File: src/sv/tcdq_pkg.sv
// Package for the two-class deque queue: depth, derived widths, function and
// status codes, the request and response structs and the cell control struct.
// No dependencies.
package tcdq_pkg;

  localparam int unsigned QUEUE_DEPTH = 16;
  localparam int unsigned IDX_W       = $clog2(QUEUE_DEPTH);
  localparam int unsigned OCC_W       = $clog2(QUEUE_DEPTH + 1);
  localparam int unsigned HANDLE_W    = 16;
  localparam int unsigned POS_W       = 4;
  localparam int unsigned OCC_OUT_W   = 5;

  localparam logic [1:0] FUNC_ENQUEUE = 2'd0;
  localparam logic [1:0] FUNC_DEQUEUE = 2'd1;
  localparam logic [1:0] FUNC_PEEK    = 2'd2;

  localparam logic [1:0] STATUS_OK      = 2'd0;
  localparam logic [1:0] STATUS_EMPTY   = 2'd1;
  localparam logic [1:0] STATUS_FULL    = 2'd2;
  localparam logic [1:0] STATUS_IGNORED = 2'd3;

  typedef struct packed {
    logic [1:0]          func;
    logic [HANDLE_W-1:0] customer_handle;
    logic                is_priority;
    logic [POS_W-1:0]    position;
  } req_t;

  typedef struct packed {
    logic [HANDLE_W-1:0]  handle_out;
    logic [1:0]           status;
    logic [OCC_OUT_W-1:0] occupancy_out;
    logic                 empty_flag;
  } rsp_t;

  typedef enum logic [1:0] {
    CELL_HOLD,
    CELL_LOAD,
    CELL_FROM_PREV,
    CELL_FROM_NEXT
  } cell_op_e;

  typedef struct packed {
    cell_op_e            op;
    logic [HANDLE_W-1:0] load_data;
  } cell_ctrl_t;

endpackage

File: src/sv/tcdq_cell.sv
// One entry of the queue chain: holds a handle and loads it from the
// request, from the neighbor nearer the head or from the one nearer the tail.
// Depends on tcdq_pkg.
module tcdq_cell import tcdq_pkg::*; (
  input  logic                clk_i,
  input  cell_ctrl_t          ctrl_i,
  input  logic [HANDLE_W-1:0] prev_i,
  input  logic [HANDLE_W-1:0] next_i,
  output logic [HANDLE_W-1:0] data_o
);

  logic [HANDLE_W-1:0] data_q, data_d;

  always_comb begin
    unique case (ctrl_i.op)
      CELL_HOLD:      data_d = data_q;
      CELL_LOAD:      data_d = ctrl_i.load_data;
      CELL_FROM_PREV: data_d = prev_i;
      CELL_FROM_NEXT: data_d = next_i;
      default:        data_d = data_q;
    endcase
  end

  always_ff @(posedge clk_i) begin
    data_q <= data_d;
  end

  assign data_o = data_q;

endmodule

File: src/sv/two_class_deque_queue_core.sv
// Top level of the two-class deque queue: occupancy control, the chain of
// entry cells and the registered result. Depends on tcdq_pkg and tcdq_cell.

// The queue takes one transaction per clock: busy is always low, and the
// result of the transaction accepted at one edge is on rsp_o, marked by
// valid_o, during the following cycle only. The receiver cannot stall, so
// it must take every result in that cycle. Entries sit in a chain of
// QUEUE_DEPTH cells with the head in the first cell; a priority enqueue
// shifts the whole chain one cell toward the tail, and a dequeue shifts it one
// cell toward the head.
module two_class_deque_queue_core import tcdq_pkg::*; (
  input  logic clk_i,
  input  logic rst_ni,
  input  logic start,
  output logic busy,
  input  req_t req_i,
  output logic valid_o,
  output rsp_t rsp_o
);

  logic [OCC_W-1:0]    occ_q, occ_d;
  logic                valid_q;
  rsp_t                rsp_q, rsp_d;
  cell_ctrl_t          ctrl [QUEUE_DEPTH];
  logic [HANDLE_W-1:0] cell_data [QUEUE_DEPTH];
  logic                full, empty;
  logic [IDX_W+POS_W-1:0] pos_ext;
  logic [IDX_W+POS_W-1:0] occ_ext;
  logic [OCC_W+OCC_OUT_W-1:0] occ_out_ext;

  assign busy    = 1'b0;
  assign full    = (occ_q == OCC_W'(QUEUE_DEPTH));
  assign empty   = (occ_q == '0);
  assign pos_ext = {{IDX_W{1'b0}}, req_i.position};
  assign occ_ext = (IDX_W + POS_W)'(occ_q);

  always_comb begin
    for (int i = 0; i < QUEUE_DEPTH; i++) begin
      ctrl[i].op        = CELL_HOLD;
      ctrl[i].load_data = req_i.customer_handle;
    end
    occ_d            = occ_q;
    rsp_d.handle_out = '0;
    rsp_d.status     = STATUS_OK;
    if (start) begin
      unique case (req_i.func)
        FUNC_ENQUEUE: begin
          if (req_i.customer_handle == '0) begin
            rsp_d.status = STATUS_IGNORED;
          end else if (full) begin
            rsp_d.status = STATUS_FULL;
          end else begin
            if (req_i.is_priority && !empty) begin
              // New head enters the first cell; everything moves toward the tail.
              ctrl[0].op = CELL_LOAD;
              for (int i = 1; i < QUEUE_DEPTH; i++) begin
                ctrl[i].op = CELL_FROM_PREV;
              end
            end else begin
              for (int i = 0; i < QUEUE_DEPTH; i++) begin
                if (occ_q == OCC_W'(i)) ctrl[i].op = CELL_LOAD;
              end
            end
            occ_d = occ_q + 1'b1;
          end
        end
        FUNC_DEQUEUE: begin
          if (empty) begin
            rsp_d.status = STATUS_EMPTY;
          end else begin
            rsp_d.handle_out = cell_data[0];
            for (int i = 0; i < QUEUE_DEPTH; i++) begin
              ctrl[i].op = CELL_FROM_NEXT;
            end
            occ_d = occ_q - 1'b1;
          end
        end
        FUNC_PEEK: begin
          if (pos_ext >= occ_ext) begin
            rsp_d.status = STATUS_EMPTY;
          end else begin
            rsp_d.handle_out = cell_data[pos_ext[IDX_W-1:0]];
          end
        end
        default: rsp_d.status = STATUS_IGNORED;
      endcase
    end
    occ_out_ext         = (OCC_W + OCC_OUT_W)'(occ_d);
    rsp_d.occupancy_out = occ_out_ext[OCC_OUT_W-1:0];
    rsp_d.empty_flag    = (occ_d == '0);
  end

  for (genvar g = 0; g < QUEUE_DEPTH; g++) begin : g_cell
    logic [HANDLE_W-1:0] prev_data, next_data;
    if (g == 0) begin : g_first
      assign prev_data = req_i.customer_handle;
    end else begin : g_mid
      assign prev_data = cell_data[g-1];
    end
    if (g == QUEUE_DEPTH - 1) begin : g_last
      assign next_data = '0;
    end else begin : g_inner
      assign next_data = cell_data[g+1];
    end
    tcdq_cell u_cell (
      .clk_i  (clk_i),
      .ctrl_i (ctrl[g]),
      .prev_i (prev_data),
      .next_i (next_data),
      .data_o (cell_data[g])
    );
  end

  always_ff @(posedge clk_i or negedge rst_ni) begin
    if (!rst_ni) begin
      occ_q   <= '0;
      valid_q <= 1'b0;
    end else begin
      occ_q   <= occ_d;
      valid_q <= start;
    end
  end

  always_ff @(posedge clk_i) begin
    rsp_q <= rsp_d;
  end

  assign valid_o = valid_q;
  assign rsp_o   = rsp_q;

  a_result_follows_start: assert property (@(posedge clk_i) disable iff (!rst_ni)
    start |=> valid_o) else $error("accepted transaction produced no result");

  a_no_spurious_result: assert property (@(posedge clk_i) disable iff (!rst_ni)
    !start |=> !valid_o) else $error("result without an accepted transaction");

  a_occ_bounded: assert property (@(posedge clk_i) disable iff (!rst_ni)
    occ_q <= OCC_W'(QUEUE_DEPTH)) else $error("occupancy above queue depth");

  a_empty_flag_matches: assert property (@(posedge clk_i) disable iff (!rst_ni)
    valid_o |-> (rsp_o.empty_flag == (occ_q == '0)))
    else $error("empty flag disagrees with occupancy");

  a_dequeue_drops_occ: assert property (@(posedge clk_i) disable iff (!rst_ni)
    (start && req_i.func == FUNC_DEQUEUE && occ_q != '0)
      |=> occ_q == $past(occ_q) - OCC_W'(1))
    else $error("dequeue did not reduce occupancy by one");

endmodule

File: config.mk
export PLATFORM = sky130hd
export DESIGN_NAME = two_class_deque_queue_core
export DESIGN_NICKNAME = d
export VERILOG_FILES = /design/src/sv/tcdq_pkg.sv /design/src/sv/tcdq_cell.sv /design/src/sv/two_class_deque_queue_core.sv
export SDC_FILE = /design/constraint.sdc
export NUM_CORES = 1
export LEC_CHECK = 0
export ABC_AREA = 1
export BUFFER_PORTS_ARGS = -buffer_cell sky130_fd_sc_hd__buf_2
export CAP_MARGIN = 20
export CORE_AREA = 4 4 181 166
export DETAILED_ROUTE_END_ITERATION = 7
export DIE_AREA = 0 0 185 170
export MAX_ROUTING_LAYER = met4
export PLACE_DENSITY = 0.71
export SYNTH_ARGS = -nofsm -noshare
export SYNTH_HDL_FRONTEND = slang
export SYNTH_SLANG_ARGS = --single-unit
File: constraint.sdc
create_clock -name clk_i -period 9.95 [get_ports clk_i]
set_input_delay 1.4925 -clock clk_i [delete_from_list [all_inputs] [get_ports clk_i]]
set_output_delay 1.4925 -clock clk_i [all_outputs]
set_load 0.05 [all_outputs]
# Yosys cells after proc, flatten, opt, wreduce, memory -nomap -nowiden

Cells that the tools add are included.

Reductions and logical operators: 23
Bitwise operators: 1
Eq/ne operators: 66
$add $sub $neg: 2
Mux-type cells: 128
$lt $le $gt $ge: 2

Operator list:

| operator                                             | count |
|---|---|
| case mux 16 bit (3 select lines)                     | 15 |
| 2-to-1 mux 2 bit                                     | 64 |
| equality test 2 bit (second input constant)          | 33 |
| binary-select mux 16 bit (select 4 bit)              | 1 |
| 2-to-1 mux 16 bit                                    | 4 |
| case mux 16 bit (2 select lines)                     | 2 |
| case mux 2 bit (2 select lines)                      | 16 |
| equality test 5 x 4 -> 1 bit (second input constant) | 8 |
| equality test 2 x 1 -> 1 bit (second input constant) | 17 |
| logical NOT 2 bit                                    | 17 |
| equality test 5 x 3 -> 1 bit (second input constant) | 4 |
| 2-to-1 mux 1 bit                                     | 20 |
| 2-to-1 mux 5 bit                                     | 4 |
| logical NOT 16 bit                                   | 1 |
| equality test 5 x 2 -> 1 bit (second input constant) | 2 |
| logical NOT 5 bit                                    | 2 |
| case mux 5 bit (2 select lines)                      | 1 |
| case mux 2 bit (3 select lines)                      | 1 |
| adder 5 x 1 -> 5 bit (second input constant)         | 1 |
| equality test 5 x 1 -> 1 bit (second input constant) | 1 |
| equality test 5 bit (second input constant)          | 1 |
| >= comparator 4 x 5 -> 1 bit                         | 1 |
| >= comparator 5 bit (second input constant)          | 1 |
| inverter 4 -> 5 bit                                  | 1 |
| 4 further kinds                                      | 4 |

Output and inout port bits: 26
Input port bits: 26
Register bits: 286
Logic and storage cells: 244

# Depth between registers and ports, before layout

Gate-level depths: netlist of the first run.

Depth in word-level cells: 11
Depth in mapped cells: 13
Gate-level depth less buffers: 12

# Hierarchy

Synthesis of the first run repeated with hierarchy kept, for this count alone.

Cells, all modules: 2,242
Area, all modules: 18,751.7 sq um

By module, submodules not included:

| module                     | times used | sequential area each (sq um) | cells each | area each (sq um) |
|---|---|---|---|---|
| tcdq_cell                  | 16         | 480.5                        | 91         | 910.9 |
| two_class_deque_queue_core | 1          | 630.6                        | 786        | 4,177.8 |

# Worst setup path after synthesis of the first run

OpenSTA, ideal clock, no wires.

Path type: input to register
Start: in req_i[21] (netlist bit)
End: reg g_cell[11].u_cell.data_q[0] (enable)
Stages: 5
Data arrival time: 4,191 ps
Setup time: 447 ps
Path buffers: 1
Path slack: 5,312 ps
Data required time: 9,503 ps
Cell sequence: inv_1 > ha_1 > clkbuf_1 > nand2_1 > o311ai_0

Word-level cells in the longest chain between the ends: 4
Elaborated cells between the ends (all ways): 5
Classes of those cells: 1 x eq/ne; 2 x mux; 2 x reduce/logical

Ends and longest elaborated chain:

| item                                                              | line                             | source |
|---|---|---|
| start: declaration                                                | two_class_deque_queue_core.sv:16 | `input req_t req_i,` |
| equality test 2 x 1 -> 1 bit or logical NOT 2 bit (tied branches) | two_class_deque_queue_core.sv:46 | `unique case (req_i.func)` |
| case mux 2 bit (2 select lines) *                                 | two_class_deque_queue_core.sv:46 |  |
| 2-to-1 mux 2 bit *                                                | two_class_deque_queue_core.sv:45 | `if (start) begin` |
| logical NOT 2 bit *                                               | tcdq_cell.sv:15                  | `unique case (ctrl_i.op)` |
| end signal: assignment                                            | tcdq_cell.sv:25                  | `data_q <= data_d;` |
| end: declaration                                                  | tcdq_cell.sv:12                  | `logic [HANDLE_W-1:0] data_q, data_d;` |

Every way passes the cells marked *; elsewhere a longest branch is shown, timed or not.
A chain may end at the register's enable or synchronous reset.

# Worst setup path in the final report of the first run

Start: in req_i[22] (netlist bit)
End: reg g_cell[2].u_cell.data_q[8] (enable)

Word-level cells in the longest chain between the ends: 4
Elaborated cells between the ends (all ways): 5
Classes of those cells: 1 x eq/ne; 2 x mux; 2 x reduce/logical

Ends and longest elaborated chain:

| item                                                              | line |
|---|---|
| equality test 2 x 1 -> 1 bit or logical NOT 2 bit (tied branches) | two_class_deque_queue_core.sv:46 |
| case mux 2 bit (2 select lines) *                                 | two_class_deque_queue_core.sv:46 |
| 2-to-1 mux 2 bit *                                                | two_class_deque_queue_core.sv:45 |
| logical NOT 2 bit *                                               | tcdq_cell.sv:15 |
| end signal: assignment                                            | tcdq_cell.sv:25 |
| end: declaration                                                  | tcdq_cell.sv:12 |

Marks and branches as above.

==> results of run 1 <==
power groups by stage:
stage | logic [mW] | registers [mW] | clock network (mW)
3_5_place_dp | 0.572 | 1.57 | 0
2_1_floorplan | 0.355 | 1.59 | 0
4_1_cts | 0.574 | 1.55 | 1.15
3_3_place_gp | 0.553 | 1.57 | 0
5_1_grt | 0.640 | 1.56 | 1.20
6_report | 0.586 | 1.55 | 1.14
worst max-delay path by stage:
stage,start,to,slack (ps),depth (start not counted)
6_report,req_i[22],g_cell[2].u_cell.data_o[8],5460,9
5_1_grt,req_i[0],rsp_o[17],5290,12
3_5_place_dp,req_i[19],g_cell[3].u_cell.data_o[9],4860,11
3_3_place_gp,req_i[18],g_cell[3].u_cell.data_o[9],4980,11
4_1_cts,req_i[19],g_cell[3].u_cell.data_o[8],5430,11
2_1_floorplan,req_i[21],g_cell[11].u_cell.data_o[0],5310,5
worst max-delay path, cell delays in order:
cell      delay [ps]
buf_2            110
inv_1             70
ha_1             180
nand2_1          130
nor2_4           130
buf_12           600
inv_2            560
o211ai_1         720
buf_4            400
area by class of cell:
cell class	count	area share (%)
Multi-Input combinational cell	1408	37.4
Tap cell	366	2.74
Clock inverter	17	0.973
Inverter	44	0.995
Sequential cell	286	49.8
Clock buffer	39	4.94
Timing Repair Buffer	80	3.20
synth_stat cells:
master / count / share of area [%]
a211oi_1: 1 / 0.049
a21oi_1: 34 / 1.1
a31oi_1: 1 / 0.041
buf_1: 18 / 0.44
buf_2: 41 / 1.3
buf_4: 4 / 0.20
buf_6: 1 / 0.074
clkbuf_1: 68 / 1.7
clkinv_1: 1 / 0.025
conb_1: 1 / 0.025
dfrtp_1: 6 / 0.98
dfxtp_1: 24 / 3.1
edfxtp_1: 256 / 50
ha_1: 14 / 1.1
inv_1: 37 / 0.91
inv_2: 6 / 0.15
nand2_1: 787 / 19
nand2_2: 5 / 0.20
nand3_1: 451 / 15
nand3_2: 1 / 0.066
nand3b_1: 1 / 0.049
nand4_1: 7 / 0.29
nor2_1: 32 / 0.79
nor2_2: 2 / 0.082
nor2_4: 3 / 0.22
nor3_1: 3 / 0.098
o211ai_1: 14 / 0.69
o21a_1: 1 / 0.049
o21ai_0: 44 / 1.4
o21ai_1: 1 / 0.033
o311ai_0: 1 / 0.057
o41ai_1: 1 / 0.057
xnor2_1: 1 / 0.057
xor2_1: 2 / 0.11
placed cells by master (no fill, tap or decap), types with 2 or more instances in the layout:
cell         n
clkinv_1     5
buf_2       49
buf_8        2
a21oi_1     34
clkbuf_1     6
nor2_4       3
edfxtp_1   256
buf_4       25
nor2_1      32
nand2_1    787
nand4_1      7
inv_1       36
nor2_2       2
xor2_1       2
nand2_2      5
o21ai_0     42
clkinv_2    10
o211ai_1    14
ha_1        14
nor3_1       3
dfrtp_1      6
inv_2        5
clkbuf_8     2
dfxtp_1     24
bufinv_16    3
clkbuf_16   31
nand3_1    451
buf_12       3
o21ai_2      2
per-layer routing:
layer	GRT usage [%]	vias to the layer above	part of all wire [%]
met5	-	-	0
met4	9.54	0	3.7
met3	6.05	140	12
met2	41.8	810	43
met1	41.6	6572	41
li1	-	6289	-
state kept, by name, indices dropped and copies added (netlist names):
signal,count
valid_o,1
occ_q,5
rsp_o,24
g_cell.u_cell.data_o,256
cells by family (layout without fill, tap and decap cells):
| kind of cell | count (synthesis) | after routing | share of synthesized area (%) |
|---|---|---|---|
| XOR/XNOR | 3 | 3 | 0.172 |
| AND/OR/NAND/NOR | 1292 | 1292 | 35.9 |
| other | 1 | 1 | 0.0245 |
| AO/OA/AOI/OAI | 98 | 98 | 3.53 |
| flip-flops | 286 | 286 | 54.4 |
| buffers and inverters | 176 | 180 | 4.81 |
| adder cells (fa/ha/maj) | 14 | 14 | 1.15 |
through the flow:
step                      hold slack [ps]  utilization, %  power (mW)
after CTS                             575            58.9        3.27
after floorplan                       536               -        1.95
after detailed placement              558            55.4        2.14
after global placement                544            55.2        2.13
final                                 570            59.0        3.28
after global routing                  593            59.0        3.41
==> impl_metrics.yaml, run 1 <==
synthesis:
  synth-seq-cells: 286
  yosys_warnings: 0
  synthDistinctLibCells: 34
  syn_area_mm2: 0.0153
  postSynthCellCount: 1870
  synth_nets: 1910
  avgSynthCellArea_um2: 8.17
  ys_seq_area_share_pct: 54.4
run:
  drv_cap: 0
timing:
  finClkSkew_ps: 16.9
  finalMaxSlewViolations: 0
  slew_headroom_pct: 18.8
  fin_crit_sh_pct: 45.1
  setup_ws_ps: 5460
  max_freq_mhz: 223
  min_period_ps: 4490
  rsz0062_at_grt: "false"
  worstMarginPinSlew_ps: 1220
  hold_viol: 0
  tns_ps: 0
  setup_viol: 0
setup_path:
  reg2reg_setup_slack_ps: 5580
  reg2regPathDepth: 9
  critPathLaunchType: "input pin"
  path_max_fanout: 242
  worst_ep_arrival_time_ps: 4740
  cp-end-kind: "flip-flop"
  required_ps: 10200
  worstReg2RegEnd: "g_cell[2].u_cell.data_o[8]"
  r2r-start: "occ_q[0]"
  path_class: "in -> reg"
pwr:
  power_switching_uw: 994
  comb_power_share_pct: 17.9
  powerDensity_mw_per_mm2: 196
  seqPwrFrac_pct: 47.3
  p_sw_share_pct: 30.3
  power.internal_mw: 2.28
  power.leakage_nw: 6.42
  p_clk_share_pct: 34.8
  ir_worst_vdd_v: 0.000148
routing:
  via_count: 13811
  drt_pre_antenna_iters: 8
  postRouteAntennaNets: 0
  drt_iter0_markers: 1849
  route.detailed.drc: 0
  wl_um: 45300
  wire_per_inst_um: 20.2
  viasPerCell: 6.17
clock_network:
  cts_buffers: 30
  cts_buffer_depth: 3
  postCtsSetupBuffers: 0
  clock-root-buffer: "clkbuf_16"
  clock_latency_ps: 570
  cts_tree: "done"
  ctsHoldBuffers: 0
  postCtsResizedCells: 0
  cts.sinks: 286
  clk_pin_slew_worst_paths_ps: 60
  cts_htree_levels: 1
placed_design:
  post-place-ws_ps: 4860
  gp_congestion: 0.868
  post-dp-hpwl_um: 26500
  dp.cells: 2181
  place_area_mm2: 0.0157
  port_buffers: 50
floorplan:
  chipWidth_um: 185
  die_height_um: 170
  pin_count: 52
  start_util_pct: 53.9
  core_area_mm2: 0.0283
  die-area_mm2: 0.0315
  row_count: 59
global_routing:
  grt_usage_pct: 29.1
  antenna_found_initial: 0
  grt_pass1_vias: 12908
  grt_max_degree: 243
  overflow: 0
  grt_pass1_wl_um: 70500
worst_hold_path:
  min_to: "g_cell[13].u_cell.data_o[8]"
  hp-class: "reg -> reg"
  min_from: "g_cell[14].u_cell.data_o[8]"
  hold_depth: 2
cells_and_area:
  final_area_mm2: 0.0167
  finalNetCount: 1890
  antenna-diode-count: 0
  stdcell_count: 2240
  multi_input_area_mm2: 0.00625
  seq_area_mm2: 0.00832
  area.growth.synth_to_final_pct: 9.39
  fillers: 2530
  drive_gt1_share_pct: 7.90
run_status:
  status: "completed"
No activity file was read; power rests on OpenSTA's default activity.
==> run 2: changes to the inputs <==
--- a/config.mk
+++ b/config.mk
@@ -12,7 +12,7 @@
 export DETAILED_ROUTE_END_ITERATION = 7
 export DIE_AREA = 0 0 185 170
 export MAX_ROUTING_LAYER = met4
-export PLACE_DENSITY = 0.71
+export PLACE_DENSITY = 0.74
 export SYNTH_ARGS = -nofsm -noshare
 export SYNTH_HDL_FRONTEND = slang
 export SYNTH_SLANG_ARGS = --single-unit
==> constraint.sdc (replaced) <==
create_clock -name clk_i -period 3.8 [get_ports clk_i]
set_input_delay 0.57 -clock clk_i [delete_from_list [all_inputs] [get_ports clk_i]]
set_output_delay 0.57 -clock clk_i [all_outputs]
set_load 0.05 [all_outputs]
==> run 2 against run 1 <==
- power rose to 2.6 times the previous value
- first-iteration DRC count up 21%
- sequential share of layout area down 0.30 points
- critical endpoint is now g_cell[8].u_cell.data_o[8]
- largest cell class unchanged
==> impl_metrics.yaml, run 2 (synthesis results as in run 1) <==
worst_hold_path:
  hold_depth: 1
  min_to: "valid_o"
  min_from: "start"
  hp-class: "in -> reg"
cells_and_area:
  fillers: 2478
  antenna-diode-count: 0
  area.growth.synth_to_final_pct: 10.1
  final_cell_mix: "nand2_1, nand3_1, edfxtp_1, buf_2, o21ai_0"
  drive_gt1_share_pct: 7.86
  finalNetCount: 1898
  largest_register_ffs: 256
  layout_commonest_cell: "nand2_1"
floorplan:
  row_count: 59
  pin_count: 52
  chipWidth_um: 185
  core_area_mm2: 0.0283
  die-area_mm2: 0.0315
  die_height_um: 170
  start_util_pct: 53.9
timing:
  min_period_ps: 3200
  fin_hold_ws_ps: 200
  finClkSkew_ps: 9.83
  setup_viol: 0
  hold_viol: 0
  tns_ps: 0
  slew_headroom_pct: 24.3
  fin_crit_sh_pct: 84.3
  worstMarginPinSlew_ps: 1130
  finalMaxSlewViolations: 0
  max_freq_mhz: 312
  rsz0062_at_grt: "false"
clock_network:
  clk_pin_slew_worst_paths_ps: 60
  postCtsSetupBuffers: 0
  cts.sinks: 286
  clock-root-buffer: "clkbuf_16"
  cts_tree: "done"
  postCtsResizedCells: 0
  cts_htree_levels: 1
  cts_buffers: 31
  cts_buffer_depth: 3
  clock_latency_ps: 560
  ctsHoldBuffers: 1
routing:
  via_count: 13815
  wire_per_inst_um: 20.5
  route.detailed.drc: 0
  drt_iter0_markers: 2243
  viasPerCell: 6.15
  postRouteAntennaNets: 0
  drt_pre_antenna_iters: 6
  wl_um: 46100
setup_path:
  critPathLaunchType: "flip-flop"
  cp-end-kind: "flip-flop"
  path_class: "reg -> reg"
  path_max_fanout: 28
  r2r-start: "occ_q[0]"
  worstReg2RegEnd: "g_cell[8].u_cell.data_o[8]"
  required_ps: 4060
  reg2regPathDepth: 8
  worst_ep_arrival_time_ps: 3460
  reg2reg_setup_slack_ps: 600
placed_design:
  post-dp-hpwl_um: 26700
  port_buffers: 50
  gp_congestion: 0.959
global_routing:
  grt_pass1_wl_um: 72500
  grt_usage_pct: 29.9
  overflow: 0
  antenna_found_initial: 0
  grt_pass1_vias: 13130
  grt_max_degree: 206
pwr:
  powerDensity_mw_per_mm2: 510
  ir_worst_vdd_v: 0.000449
  power.leakage_nw: 6.47
run:
  drv_cap: 0
run_status:
  status: "completed"
==> run 2: how the worst max path moves through the flow <==
stage | endpoint | start | cells after the start
4_1_cts | g_cell[8].u_cell.data_o[1] | occ_q[0] | 8
6_report | g_cell[8].u_cell.data_o[8] | occ_q[0] | 8
3_5_place_dp | g_cell[3].u_cell.data_o[14] | req_i[6] | 13
3_3_place_gp | g_cell[9].u_cell.data_o[14] | req_i[6] | 13
2_1_floorplan | g_cell[11].u_cell.data_o[0] | req_i[21] | 5
5_1_grt | g_cell[1].u_cell.data_o[10] | occ_q[0] | 8
==> run 2: layout make-up <==
type	count	area, um2	area share, %
timing repair buffer	87	646	3.84
inverter	44	166	0.989
clock inverter	12	130	0.774
sequential	286	8320	49.5
tap	366	458	2.72
clock buffer	45	848	5.04
multi-input combinational	1408	6250	37.2
==> run 2: worst max-delay path, stage by stage, from the launching register on <==
cell and delay (ps):
dfrtp_1 490, inv_1 150, ha_1 320, nand3_1 180
nand2_1 140, nor2_4 410, inv_2 390, o211ai_1 530
buf_12 270
==> run 2: report_power, final <==
part | internal [mW] | switching (mW) | leakage, nW
combinational | 0.426 | 1.13 | 3.35
sequential | 3.84 | 0.221 | 2.64
clock | 1.74 | 1.23 | 0.479
total | 6.01 | 2.58 | 6.47
==> run 2: stage by stage <==
step	cell area (um2)	std cells	power, mW	utilization [%]	setup WS [ps]
3_3_place_gp	15800	2190	5.59	55.8	561
3_5_place_dp	15800	2190	5.64	55.8	501
4_1_cts	16800	2248	8.58	59.3	623
5_1_grt	16800	2248	8.91	59.3	444
2_1_floorplan	15300	1870	5.09	-	84.2
6_report	16800	2248	8.59	59.3	598
==> run 2: metal layers <==
metal	part of all wire (%)	global-route usage, %	vias up
met4	3.3	8.52	0
met5	0	-	-
met2	44	44.4	896
met1	40	42.7	6486
li1	-	-	6308
met3	12	5.15	125
==> run 3: changes to the inputs <==
--- a/config.mk
+++ b/config.mk
@@ -12,7 +12,7 @@
 export DETAILED_ROUTE_END_ITERATION = 7
 export DIE_AREA = 0 0 185 170
 export MAX_ROUTING_LAYER = met4
-export PLACE_DENSITY = 0.74
+export PLACE_DENSITY = 0.71
 export SYNTH_ARGS = -nofsm -noshare
 export SYNTH_HDL_FRONTEND = slang
 export SYNTH_SLANG_ARGS = --single-unit
==> constraint.sdc (replaced) <==
create_clock -name clk_i -period 3.2 [get_ports clk_i]
set_input_delay 0.48 -clock clk_i [delete_from_list [all_inputs] [get_ports clk_i]]
set_output_delay 0.48 -clock clk_i [all_outputs]
set_load 0.05 [all_outputs]
==> run 3 against run 2 <==
- worst hold slack worse by 85 ps
- flip-flop and latch count is the same
- power increased by 19%
- highest routed layer unchanged
- routed wire length is 0.82% lower
- cell count up 0.89%
- core utilization is 1.1 points higher
- setup slack lost 220 ps
- clock-buffer cell count decreased by 4
- global-route usage down 0.59 points
- die area unchanged
- sequential share of layout area shrank 0.87 points
==> impl_metrics.yaml, run 3 (synthesis results as in run 1) <==
clock_network:
  clock-root-buffer: "clkbuf_16"
  clock_latency_ps: 560
  cts_htree_levels: 1
  cts_buffers: 30
  cts.sinks: 286
  cts_buffer_depth: 3
  cts_tree: "done"
  clk_pin_slew_worst_paths_ps: 60
  postCtsSetupBuffers: 0
floorplan:
  row_count: 59
  pin_count: 52
  chipWidth_um: 185
  start_util_pct: 53.9
  die_height_um: 170
  core_area_mm2: 0.0283
  die-area_mm2: 0.0315
global_routing:
  grt_max_degree: 145
  overflow: 0
  grt_pass1_vias: 12904
  grtUsageMet2_pct: 43.0
  busiest_layer: "met2"
  antenna_found_initial: 0
  grt_pass1_wl_um: 71000
  use_met1_pct: 42.5
  met3_usage_pct: 4.85
  grt_usage_pct: 29.3
setup_path:
  reg2reg_setup_slack_ps: 380
  cp_slowest_cell: "o311ai_4"
  critPathBufInv: 3
  path_class: "reg -> reg"
  required_ps: 3470
  path_cells: "inv_1 > ha_1 > nand2_1 > nand2_1 > inv_1 > nor2_1 > nand3_1 > o311ai_4 > buf_4"
  worst_ep_arrival_time_ps: 3090
  critPathLaunchType: "flip-flop"
  cp-end-kind: "flip-flop"
  path_delay_family: "compound AO/OA/AOI/OAI gates"
  path_max_fanout: 12
  max_stage_delay_ps: 870
timing:
  fin_crit_sh_pct: 88.2
  hold_viol: 0
  max_freq_mhz: 354
  setup_viol: 0
  min_period_ps: 2820
  slew_headroom_pct: 26.6
  worstMarginPinSlew_ps: 1100
  finClkSkew_ps: 7.35
  tns_ps: 0
  rsz0062_at_grt: "false"
  finalMaxSlewViolations: 0
cells_and_area:
  final_area_mm2: 0.0171
  largest_register_ffs: 256
  layout_commonest_cell: "nand2_1"
  final_cell_mix: "nand2_1, nand3_1, edfxtp_1, buf_2, o21ai_0"
  drive_gt1_share_pct: 9.52
  finalNetCount: 1918
  antenna-diode-count: 0
  fillers: 2478
  area.growth.synth_to_final_pct: 12.0
worst_hold_path:
  hp-class: "in -> reg"
routing:
  route.detailed.drc: 0
  drt_iter0_markers: 1990
  via_count: 13784
  viasPerCell: 6.08
  postRouteAntennaNets: 0
  wire_per_inst_um: 20.1
  wl_um: 45700
  drt_pre_antenna_iters: 6
placed_design:
  place_area_mm2: 0.0161
  post-dp-hpwl_um: 26800
  gp_congestion: 0.917
  port_buffers: 50
pwr:
  powerDensity_mw_per_mm2: 598
  ir_worst_vdd_v: 0.000497
  power.leakage_nw: 6.67
  power_mw: 10.2
run_status:
  status: "completed"
run:
  drv_cap: 0
-- run 3: cell count changes in the layout (fill, tap and decap cells not counted), sizes merged --
cell    before  now
inv         42   43
buf         86  107
bufinv       3    1
clkinv      11   15
clkbuf      45   41
-- run 3: worst paths after layout --
kind / depth (start not counted) / end / from
worst max-delay path: 9 / g_cell[11].u_cell.data_o[0] / occ_q[1]
worst min-delay path: 1 / valid_o / start
worst max register to register: 9 / g_cell[11].u_cell.data_o[0] / occ_q[1]
worst min register to register: 2 / g_cell[14].u_cell.data_o[4] / g_cell[15].u_cell.data_o[4]
max in group asynchronous: 2 / occ_q[4] / rst_ni
min in group asynchronous: 2 / occ_q[0] / rst_ni
-- run 3: final cells by class --
| type | count | area, um2 | share of cell area, % |
|---|---|---|---|
| Clock buffer | 41 | 886 | 5.17 |
| Sequential cell | 286 | 8320 | 48.6 |
| Tap cell | 366 | 458 | 2.68 |
| Timing Repair Buffer | 108 | 916 | 5.35 |
| Clock inverter | 15 | 101 | 0.592 |
| Multi-Input combinational cell | 1408 | 6270 | 36.6 |
| Inverter | 44 | 166 | 0.972 |
-- run 3: per-layer routing --
metal,part of all wire [%],vias to the layer above
met1,41,6477
met2,44,853
li1,-,6344
met3,11,110
met5,0,-
met4,3.4,0
-- run 3: where the power goes --
| group | leakage, nW | total, mW | internal (mW) | switching, mW |
|---|---|---|---|---|
| combinational | 3.52 | 1.94 | 0.570 | 1.37 |
| sequential | 2.64 | 4.80 | 4.56 | 0.239 |
| clock | 0.507 | 3.50 | 2.01 | 1.49 |
-- run 3: what timing repair did --
item,CTS,global route
hold endpoints to repair,6,0
resized for setup,0,0
hold buffers,1,0
-- run 3: through the flow --
stage,utilization (%),hold slack (ps),setup WS [ps],instances
2_1_floorplan,-,184,217,1870
3_3_place_gp,56.9,310,326,2211
3_5_place_dp,56.9,315,245,2211
4_1_cts,60.4,91.2,382,2268
5_1_grt,60.4,98.8,196,2268
6_report,60.4,115,379,2268
